**src/rtl/lkvc_pkg.sv**
```systemverilog
`default_nettype none

package lkvc_pkg;

  localparam int MAX_ENTRIES = 16;
  localparam int KEY_BITS    = 32;
  localparam int VALUE_BITS  = 32;

  localparam int IDX_BITS = (MAX_ENTRIES > 1) ? $clog2(MAX_ENTRIES) : 1;
  localparam int CNT_BITS = $clog2(MAX_ENTRIES + 1);
  localparam int CAP_BITS = 5;
  localparam int CMP_BITS = (CNT_BITS > CAP_BITS) ? CNT_BITS : CAP_BITS;

  localparam logic [CAP_BITS-1:0] CAP_RESET = CAP_BITS'(16);

  localparam logic OP_GET = 1'b0;
  localparam logic OP_PUT = 1'b1;

  localparam logic [VALUE_BITS-1:0] MISS_VALUE = '1;

  typedef struct packed {
    logic capture;
    logic exec;
  } lkvc_cmd_t;

endpackage

`default_nettype wire

```
**src/rtl/lkvc_if.sv**
```systemverilog
`default_nettype none

interface lkvc_req_if import lkvc_pkg::*; ();
  logic                         valid;
  logic                         ready;
  logic                         opcode;
  logic signed [KEY_BITS-1:0]   lookup_key;
  logic signed [VALUE_BITS-1:0] store_value;

  modport source (output valid, output opcode, output lookup_key, output store_value,
                  input ready);
  modport sink   (input valid, input opcode, input lookup_key, input store_value,
                  output ready);
endinterface

interface lkvc_rsp_if import lkvc_pkg::*; ();
  logic                         valid;
  logic                         ready;
  logic                         hit;
  logic signed [VALUE_BITS-1:0] read_value;
  logic                         evicted;

  modport source (output valid, output hit, output read_value, output evicted,
                  input ready);
  modport sink   (input valid, input hit, input read_value, input evicted,
                  output ready);
endinterface

`default_nettype wire

```
**src/rtl/lkvc_ctrl.sv**
```systemverilog
`default_nettype none

module lkvc_ctrl import lkvc_pkg::*; (
  input  wire logic clk,
  input  wire logic rst,
  input  wire logic in_valid,
  output logic      in_ready,
  output logic      out_valid,
  input  wire logic out_ready,
  output lkvc_cmd_t cmd
);

  localparam logic S_IDLE   = 1'b0;
  localparam logic S_UPDATE = 1'b1;

  logic state;
  logic state_next;
  logic out_valid_next;
  logic out_free;

  assign in_ready = (state == S_IDLE);
  assign out_free = !out_valid || out_ready;

  always_comb begin
    state_next     = state;
    cmd.capture    = 1'b0;
    cmd.exec       = 1'b0;
    out_valid_next = out_valid && !out_ready;
    case (state)
      S_IDLE: begin
        if (in_valid) begin
          cmd.capture = 1'b1;
          state_next  = S_UPDATE;
        end
      end
      S_UPDATE: begin
        // hold until the result register can take the beat
        if (out_free) begin
          cmd.exec       = 1'b1;
          out_valid_next = 1'b1;
          state_next     = S_IDLE;
        end
      end
      default: state_next = S_IDLE;
    endcase
  end

  always_ff @(posedge clk) begin
    if (rst) begin
      state     <= S_IDLE;
      out_valid <= 1'b0;
    end else begin
      state     <= state_next;
      out_valid <= out_valid_next;
    end
  end

  a_exec_needs_room: assert property (@(posedge clk) disable iff (rst)
    cmd.exec |-> (!out_valid || out_ready))
    else $error("update ran while result register was occupied");

  a_capture_then_exec_pending: assert property (@(posedge clk) disable iff (rst)
    cmd.capture |=> !in_ready)
    else $error("new beat accepted before the previous item finished");

endmodule

`default_nettype wire

```
**src/rtl/lkvc_dp.sv**
```systemverilog
`default_nettype none

module lkvc_dp import lkvc_pkg::*; (
  input  wire logic                         clk,
  input  wire logic                         rst,
  input  wire lkvc_cmd_t                    cmd,
  input  wire logic                         cfg_wr_en,
  input  wire logic [CAP_BITS-1:0]          cfg_wr_data,
  input  wire logic                         opcode,
  input  wire logic signed [KEY_BITS-1:0]   lookup_key,
  input  wire logic signed [VALUE_BITS-1:0] store_value,
  output logic                              hit,
  output logic signed [VALUE_BITS-1:0]      read_value,
  output logic                              evicted
);

  logic [KEY_BITS-1:0]   key_r  [MAX_ENTRIES];
  logic [VALUE_BITS-1:0] val_r  [MAX_ENTRIES];
  logic [IDX_BITS-1:0]   rank_r [MAX_ENTRIES];
  logic [IDX_BITS-1:0]   rank_next [MAX_ENTRIES];
  logic [MAX_ENTRIES-1:0] valid;
  logic [MAX_ENTRIES-1:0] valid_next;
  logic [CNT_BITS-1:0]   count;
  logic [CNT_BITS-1:0]   count_next;
  logic [CAP_BITS-1:0]   cap;

  logic                  op_q;
  logic [KEY_BITS-1:0]   key_q;
  logic [VALUE_BITS-1:0] val_q;
  logic                  hit_q;
  logic [IDX_BITS-1:0]   hit_idx_q;

  logic [MAX_ENTRIES-1:0] match;
  logic                   any_match;
  logic [IDX_BITS-1:0]    match_idx;

  logic [IDX_BITS-1:0]    hit_rank;
  logic [IDX_BITS-1:0]    lru_rank;
  logic [CMP_BITS-1:0]    eff_cap;
  logic                   full;
  logic                   do_evict;
  logic                   do_insert;
  logic [MAX_ENTRIES-1:0] lru_vec;
  logic [MAX_ENTRIES-1:0] valid_kept;
  logic [IDX_BITS-1:0]    slot;
  logic [VALUE_BITS-1:0]  rd_value;

  // Lookup against the incoming key in the accept cycle.
  always_comb begin
    match_idx = '0;
    for (int i = 0; i < MAX_ENTRIES; i++) begin
      match[i] = valid[i] && (key_r[i] == lookup_key);
    end
    for (int i = MAX_ENTRIES - 1; i >= 0; i--) begin
      if (match[i]) match_idx = IDX_BITS'(i);
    end
    any_match = |match;
  end

  // Live ranks are always 0..count-1, so the least recent entry holds count-1.
  always_comb begin
    hit_rank = rank_r[hit_idx_q];
    lru_rank = IDX_BITS'(count - CNT_BITS'(1));
    if (cap == '0) begin
      eff_cap = CMP_BITS'(1);
    end else if (CMP_BITS'(cap) > CMP_BITS'(MAX_ENTRIES)) begin
      eff_cap = CMP_BITS'(MAX_ENTRIES);
    end else begin
      eff_cap = CMP_BITS'(cap);
    end
    full      = CMP_BITS'(count) >= eff_cap;
    do_insert = !hit_q && (op_q == OP_PUT);
    do_evict  = do_insert && full;
    for (int i = 0; i < MAX_ENTRIES; i++) begin
      lru_vec[i] = valid[i] && (rank_r[i] == lru_rank);
    end
    valid_kept = valid & ~(do_evict ? lru_vec : '0);
    slot = '0;
    for (int i = MAX_ENTRIES - 1; i >= 0; i--) begin
      if (!valid_kept[i]) slot = IDX_BITS'(i);
    end
  end

  always_comb begin
    valid_next = valid;
    count_next = count;
    for (int i = 0; i < MAX_ENTRIES; i++) begin
      rank_next[i] = rank_r[i];
    end
    if (hit_q) begin
      for (int i = 0; i < MAX_ENTRIES; i++) begin
        if (valid[i] && (IDX_BITS'(i) != hit_idx_q) && (rank_r[i] < hit_rank)) begin
          rank_next[i] = rank_r[i] + IDX_BITS'(1);
        end
      end
      rank_next[hit_idx_q] = '0;
    end else if (do_insert) begin
      for (int i = 0; i < MAX_ENTRIES; i++) begin
        if (valid_kept[i]) rank_next[i] = rank_r[i] + IDX_BITS'(1);
      end
      rank_next[slot]  = '0;
      valid_next       = valid_kept;
      valid_next[slot] = 1'b1;
      count_next       = do_evict ? count : count + CNT_BITS'(1);
    end
  end

  always_comb begin
    if (op_q == OP_PUT) begin
      rd_value = '0;
    end else if (hit_q) begin
      rd_value = val_r[hit_idx_q];
    end else begin
      rd_value = MISS_VALUE;
    end
  end

  always_ff @(posedge clk) begin
    if (rst) begin
      valid <= '0;
      count <= '0;
      cap   <= CAP_RESET;
      for (int i = 0; i < MAX_ENTRIES; i++) begin
        rank_r[i] <= '0;
      end
    end else begin
      if (cfg_wr_en) cap <= cfg_wr_data;
      if (cmd.exec) begin
        valid <= valid_next;
        count <= count_next;
        for (int i = 0; i < MAX_ENTRIES; i++) begin
          rank_r[i] <= rank_next[i];
        end
      end
    end
  end

  always_ff @(posedge clk) begin
    if (cmd.capture) begin
      op_q      <= opcode;
      key_q     <= lookup_key;
      val_q     <= store_value;
      hit_q     <= any_match;
      hit_idx_q <= match_idx;
    end
    if (cmd.exec) begin
      if (hit_q && (op_q == OP_PUT)) val_r[hit_idx_q] <= val_q;
      if (do_insert) begin
        key_r[slot] <= key_q;
        val_r[slot] <= val_q;
      end
      hit        <= hit_q;
      evicted    <= do_evict;
      read_value <= rd_value;
    end
  end

  a_count_tracks_valid: assert property (@(posedge clk) disable iff (rst)
    CNT_BITS'($countones(valid)) == count)
    else $error("entry count disagrees with valid bits");

  a_hit_never_evicts: assert property (@(posedge clk) disable iff (rst)
    (cmd.exec && hit_q) |=> !evicted)
    else $error("eviction reported on a hit");

  a_get_miss_value: assert property (@(posedge clk) disable iff (rst)
    (cmd.exec && (op_q == OP_GET) && !hit_q) |=> (read_value == MISS_VALUE))
    else $error("get miss did not return all ones");

  a_evict_keeps_count: assert property (@(posedge clk) disable iff (rst)
    (cmd.exec && do_evict) |=> $stable(count))
    else $error("count changed across an evicting insert");

endmodule

`default_nettype wire

```
**src/rtl/lru_key_value_cache_top.sv**
```systemverilog
`default_nettype none

// Fully associative key-value cache with least-recently-used replacement,
// up to 16 entries of 32-bit keys and values. Each request beat is a get
// (opcode 0) or a put (opcode 1) and yields exactly one response beat: hit,
// the value read (all ones on a get miss, zero on any put) and an eviction
// flag. The accept cycle compares the key against every entry in parallel;
// the update state then applies the recency and replacement update and
// loads the response register; the next request is accepted the cycle
// after that, even while the previous response still waits. The update
// stalls only while an untaken response occupies the output register. The
// user must write capacity_in_use (cfg_wr_data, reset 16) only while the
// block is idle; it does not enforce this. Zero acts as one and values
// above 16 act as 16. The store is empty after reset with no clearing pass.
module lru_key_value_cache_top import lkvc_pkg::*; (
  input  wire logic                clk,
  input  wire logic                rst,
  input  wire logic                cfg_wr_en,
  input  wire logic [CAP_BITS-1:0] cfg_wr_data,
  lkvc_req_if.sink                 req,
  lkvc_rsp_if.source               rsp
);

  lkvc_cmd_t cmd;

  lkvc_ctrl u_ctrl (
    .clk       (clk),
    .rst       (rst),
    .in_valid  (req.valid),
    .in_ready  (req.ready),
    .out_valid (rsp.valid),
    .out_ready (rsp.ready),
    .cmd       (cmd)
  );

  lkvc_dp u_dp (
    .clk         (clk),
    .rst         (rst),
    .cmd         (cmd),
    .cfg_wr_en   (cfg_wr_en),
    .cfg_wr_data (cfg_wr_data),
    .opcode      (req.opcode),
    .lookup_key  (req.lookup_key),
    .store_value (req.store_value),
    .hit         (rsp.hit),
    .read_value  (rsp.read_value),
    .evicted     (rsp.evicted)
  );

endmodule

`default_nettype wire
```
**src/flat_wrapper.sv**
```systemverilog
// flat-port wrapper written by rule: the top's interface ports become plain ports
module lru_key_value_cache_top_flat import lkvc_pkg::*;
  (clk, rst, cfg_wr_en, cfg_wr_data, req_valid, req_opcode, req_lookup_key, req_store_value, req_ready, rsp_valid, rsp_hit, rsp_read_value, rsp_evicted, rsp_ready);
  lkvc_req_if req_i ();
  lkvc_rsp_if rsp_i ();
  input  wire logic clk;
  input  wire logic rst;
  input  wire logic cfg_wr_en;
  input  wire logic [CAP_BITS-1:0] cfg_wr_data;
  input wire logic [$bits(req_i.valid)-1:0] req_valid;
  input wire logic [$bits(req_i.opcode)-1:0] req_opcode;
  input wire logic [$bits(req_i.lookup_key)-1:0] req_lookup_key;
  input wire logic [$bits(req_i.store_value)-1:0] req_store_value;
  output wire logic [$bits(req_i.ready)-1:0] req_ready;
  output wire logic [$bits(rsp_i.valid)-1:0] rsp_valid;
  output wire logic [$bits(rsp_i.hit)-1:0] rsp_hit;
  output wire logic [$bits(rsp_i.read_value)-1:0] rsp_read_value;
  output wire logic [$bits(rsp_i.evicted)-1:0] rsp_evicted;
  input wire logic [$bits(rsp_i.ready)-1:0] rsp_ready;
  assign req_i.valid = req_valid;
  assign req_i.opcode = req_opcode;
  assign req_i.lookup_key = req_lookup_key;
  assign req_i.store_value = req_store_value;
  assign req_ready = req_i.ready;
  assign rsp_valid = rsp_i.valid;
  assign rsp_hit = rsp_i.hit;
  assign rsp_read_value = rsp_i.read_value;
  assign rsp_evicted = rsp_i.evicted;
  assign rsp_i.ready = rsp_ready;
  lru_key_value_cache_top u_core (.clk(clk), .rst(rst), .cfg_wr_en(cfg_wr_en), .cfg_wr_data(cfg_wr_data), .req(req_i), .rsp(rsp_i));
endmodule
```
**config.mk**
```make
export PLATFORM = sky130hd
export DESIGN_NAME = lru_key_value_cache_top_flat
export DESIGN_NICKNAME = d
export VERILOG_FILES = /design/src/rtl/lkvc_pkg.sv /design/src/rtl/lkvc_if.sv /design/src/rtl/lkvc_ctrl.sv /design/src/rtl/lkvc_dp.sv /design/src/rtl/lru_key_value_cache_top.sv /design/src/flat_wrapper.sv
export SDC_FILE = /design/constraint.sdc
export NUM_CORES = 2
export LEC_CHECK = 0
export BUFFER_PORTS_ARGS = -buffer_cell sky130_fd_sc_hd__buf_4
export CORE_ASPECT_RATIO = 0.6
export CORE_MARGIN = 1.5
export CORE_UTILIZATION = 40
export DETAILED_ROUTE_END_ITERATION = 12
export PLACE_DENSITY = 0.61
export SKIP_LAST_GASP = 1
export SYNTH_ARGS = -nofsm -noshare
export SYNTH_HDL_FRONTEND = slang
export SYNTH_SLANG_ARGS = --single-unit
```
**constraint.sdc**
```tcl
create_clock -name clk -period 10.99 [get_ports clk]
set_input_delay 0.5495 -clock clk [delete_from_list [all_inputs] [get_ports clk]]
set_output_delay 0.5495 -clock clk [all_outputs]
set_load 0.05 [all_outputs]
```
==> impl_metrics.env <==
export IMPL_status="finished, final reports clean"
export IMPL_hp_class="input pin to flip-flop"
export IMPL_yosys_warnings=0
export IMPL_period_needed_ps=6170
export IMPL_fin_crit_sh=0.561
export IMPL_vias=30200
export IMPL_r2r_cells=15
export IMPL_grt_antenna_before_repair=7
export IMPL_cts_setup_buffers=0
export IMPL_nNetsFinal=3551
export IMPL_clk_pin_slew_ps=60
export IMPL_cts_root_buf="clkbuf_16"
export IMPL_post_dp_hpwl_um=93000
export IMPL_cts_tree="done"
export IMPL_insertion_delay_ps=750
export IMPL_avgSynthCellArea_um2=16.4
export IMPL_slew_headroom=0.0337
export IMPL_place_congestion=0.958
export IMPL_placed_area_um2=56100
export IMPL_yosysTopAreaCell="edfxtp_1"
export IMPL_setup_worst_path_start_class="flip-flop"
export IMPL_rr_startpoint="u_core.u_dp.count[0]$_SDFFE_PP0P_"
export IMPL_dieArea_um2=135000
export IMPL_drt_first_pass_iters=6
export IMPL_syn_nets=3375
export IMPL_required_ps=11370
export IMPL_ys_top_cells_by_area="edfxtp_1 68%, mux4_2 7.6%, xnor2_1 5.1%, xor2_1 4.3%, ha_1 1.7%"
export IMPL_yosysMostFrequentCell="edfxtp_1"
export IMPL_ys_ff_latch=1220
export IMPL_cts_buffers=115
export IMPL_hold_end="u_core.u_dp.cap[0]$_SDFFE_PP0P_"
export IMPL_register_area_um2=36400
export IMPL_die_w_um=473
export IMPL_synth_seq_area_share=0.686
export IMPL_rsz0062_at_grt="no"
export IMPL_synth_async_reset_ratio=0
export IMPL_grt_max_degree=153
export IMPL_peakVddDrop_mv=0.134
export IMPL_drive_above_1_share=0.172
export IMPL_r2r_setup_slack_ps=4820
export IMPL_rows=103
export IMPL_place_ws_ps=4970
export IMPL_cp_max_fo=26
export IMPL_finalSetupTns_ps=0
export IMPL_multi_input_area_um2=16100
export IMPL_area_delta_synth_final_pct=13.7
export IMPL_cts_resized=0
export IMPL_ant_nets=0
export IMPL_first_global_vias=28500
export IMPL_synth_top_flop_cell="edfxtp_1"
export IMPL_design_core_area_um2=131000
export IMPL_end_kind="flip-flop"
export IMPL_grt_usage=0.225
export IMPL_drt_total_wl_um=152000
export IMPL_hp_start="cfg_wr_data[0]"
export IMPL_clock_sinks=1220
export IMPL_max_freq_mhz=162
export IMPL_whs_path_depth=3
export IMPL_drt_iter0_drc=4050
export IMPL_synth_edf_count=1192
export IMPL_hold_viol_final=0
export IMPL_final_area_um2=60200
export IMPL_cts_htree_levels=3
export IMPL_slowest_stage="and2_1"
export IMPL_layout_setup_ws_ps=4820
export IMPL_ys_types=91
export IMPL_leakage_uw=0.0195
export IMPL_grt_pass1_wl_um=215000
export IMPL_port_buffers=110
export IMPL_setup_viol=0
export IMPL_rr_endpoint="u_core.u_dp.val_r[13][7]$_DFFE_PP_"
export IMPL_drc_errors=0
export IMPL_syn_inst=3229
export IMPL_cts_buffer_depth=3
export IMPL_ys_top_cells_by_count="1192 x edfxtp_1, 308 x xnor2_1, 261 x xor2_1"
export IMPL_grt_overflow_total=0
export IMPL_critPathKind="flip-flop to flip-flop"
export IMPL_routed_via_density=5.75
export IMPL_crit_chain="buf_4 > inv_1 > ha_1 > o21ai_0 > a211o_1 > and2_1 > o21ai_0 > a221o_2 > a22oi_4 > a21oi_2 > nor3_1 > a21oi_1 > nand2b_1 > nor2_4 > buf_4"
export IMPL_synthesis_area_um2=53000
export IMPL_worst_pin_slew_ps=1450
export IMPL_synth_top_area_share=0.676
export IMPL_slowest_delay_ps=790
export IMPL_max_cap_viol_count=0
export IMPL_initial_core_util=0.403
export IMPL_fillCellCount=11300
export IMPL_drv_slew=0
export IMPL_dieHeight_um=285
export IMPL_fin_util=0.458
export IMPL_wl_per_cell_um=29.0
export IMPL_p_per_area_nw_per_um2=167
export IMPL_io_pins=111
export IMPL_skew_ps=65.6
export IMPL_worstPathArrival_ps=6550
## registers in the layout (all words and copies together), names as in the netlist
signal / count
u_core.u_dp.hit_q: 1
u_core.u_dp.cap: 5
u_core.u_dp.read_value: 32
u_core.u_ctrl.out_valid: 1
u_core.u_dp.count: 5
u_core.u_dp.key_q: 32
u_core.u_dp.val_q: 32
u_core.u_dp.hit_idx_q: 4
u_core.u_ctrl.state: 1
u_core.u_dp.evicted: 1
u_core.u_dp.hit: 1
u_core.u_dp.valid: 16
u_core.u_dp.key_r: 512
u_core.u_dp.op_q: 1
u_core.u_dp.rank_r: 64
u_core.u_dp.val_r: 512
## area by class of cell
| class | instances | share of cell area |
|---|---|---|
| Tap cell | 1732 | 0.0360 |
| Sequential cell | 1220 | 0.604 |
| Antenna cell | 3 | 0.000125 |
| Timing Repair Buffer | 208 | 0.0277 |
| Multi-Input combinational cell | 1811 | 0.267 |
| Clock inverter | 78 | 0.0125 |
| Inverter | 49 | 0.00305 |
| Clock buffer | 139 | 0.0501 |
## worst max-delay path by stage
stage                                                  from                                  to  slack, ps  cells after the start
after global routing      u_core.u_dp.count[0]$_SDFFE_PP0P_  u_core.u_dp.val_r[1][21]$_DFFE_PP_       4520                     14
after floorplan           u_core.u_dp.count[0]$_SDFFE_PP0P_   u_core.u_dp.val_r[7][0]$_DFFE_PP_       5610                     16
final                     u_core.u_dp.count[0]$_SDFFE_PP0P_  u_core.u_dp.val_r[13][7]$_DFFE_PP_       4820                     15
after CTS                 u_core.u_dp.count[0]$_SDFFE_PP0P_  u_core.u_dp.val_r[13][2]$_DFFE_PP_       4950                     15
after global placement    u_core.u_dp.count[0]$_SDFFE_PP0P_  u_core.u_dp.val_r[1][29]$_DFFE_PP_       5050                     14
after detailed placement  u_core.u_dp.count[0]$_SDFFE_PP0P_   u_core.u_dp.val_r[1][7]$_DFFE_PP_       4970                     14
## power by group
part           internal, uW  switching [uW]  total (uW)  leakage (uW)
registers              5190             146        5340        0.0111
clock network          2230            1790        4010       0.00184
logic                   271             451         722       0.00658
## critical path: cells and delay by family (launching register included)
kind                     cells  cell delay (ps)
buffers and inverters        3              970
adder cells (fa/ha/maj)      1              320
flip-flops                   1              310
AND/OR/NAND/NOR              4             2040
AO/OA/AOI/OAI                7             2190
## placed cells by master (no fill, tap or decap), types with 33 or more instances in the layout
master,n
inv_1,43
a21oi_1,65
buf_4,173
edfxtp_1,1192
dlygate4sd3_1,33
nand2_1,107
xor2_1,261
ha_1,71
o21ai_0,91
nand4_1,105
nor2_1,168
mux4_2,179
xnor2_1,308
clkbuf_16,115
nand3_1,53
nor4_1,59
## per-layer routing
metal / up-vias / share of wire / GRT usage
li1: 12800 / - / -
met1: 15500 / 0.46 / 0.355
met2: 1636 / 0.40 / 0.298
met3: 155 / 0.13 / 0.0781
met4: 2 / 0.013 / 0.0387
met5: - / 0.00074 / 0.00590
## timing repair
action,in CTS,in global routing
hold buffers,33,0
endpoints found under the setup margin,0,0
endpoints found under the hold margin,33,0
## per-stage QoR
stage	total power, uW	std cells	hold slack, ps
floorplan	5810	3229	424
global placement	6120	4987	464
detailed placement	6130	4987	468
CTS	10100	5237	4.13
global route	10400	5238	50.7
finish	10100	5240	46.1
## cells by family after synthesis
| family | after synthesis | synth area share |
|---|---|---|
| buffers and inverters | 198 | 0.0146 |
| adders and majority gates | 71 | 0.0168 |
| xor gates and xnor gates | 585 | 0.101 |
| and+or+nand+nor | 637 | 0.0613 |
| DFF | 1220 | 0.686 |
| muxes | 195 | 0.0793 |
| AOI/OAI and AO/OA | 323 | 0.0407 |
No activity file was read; power rests on OpenSTA's default activity.
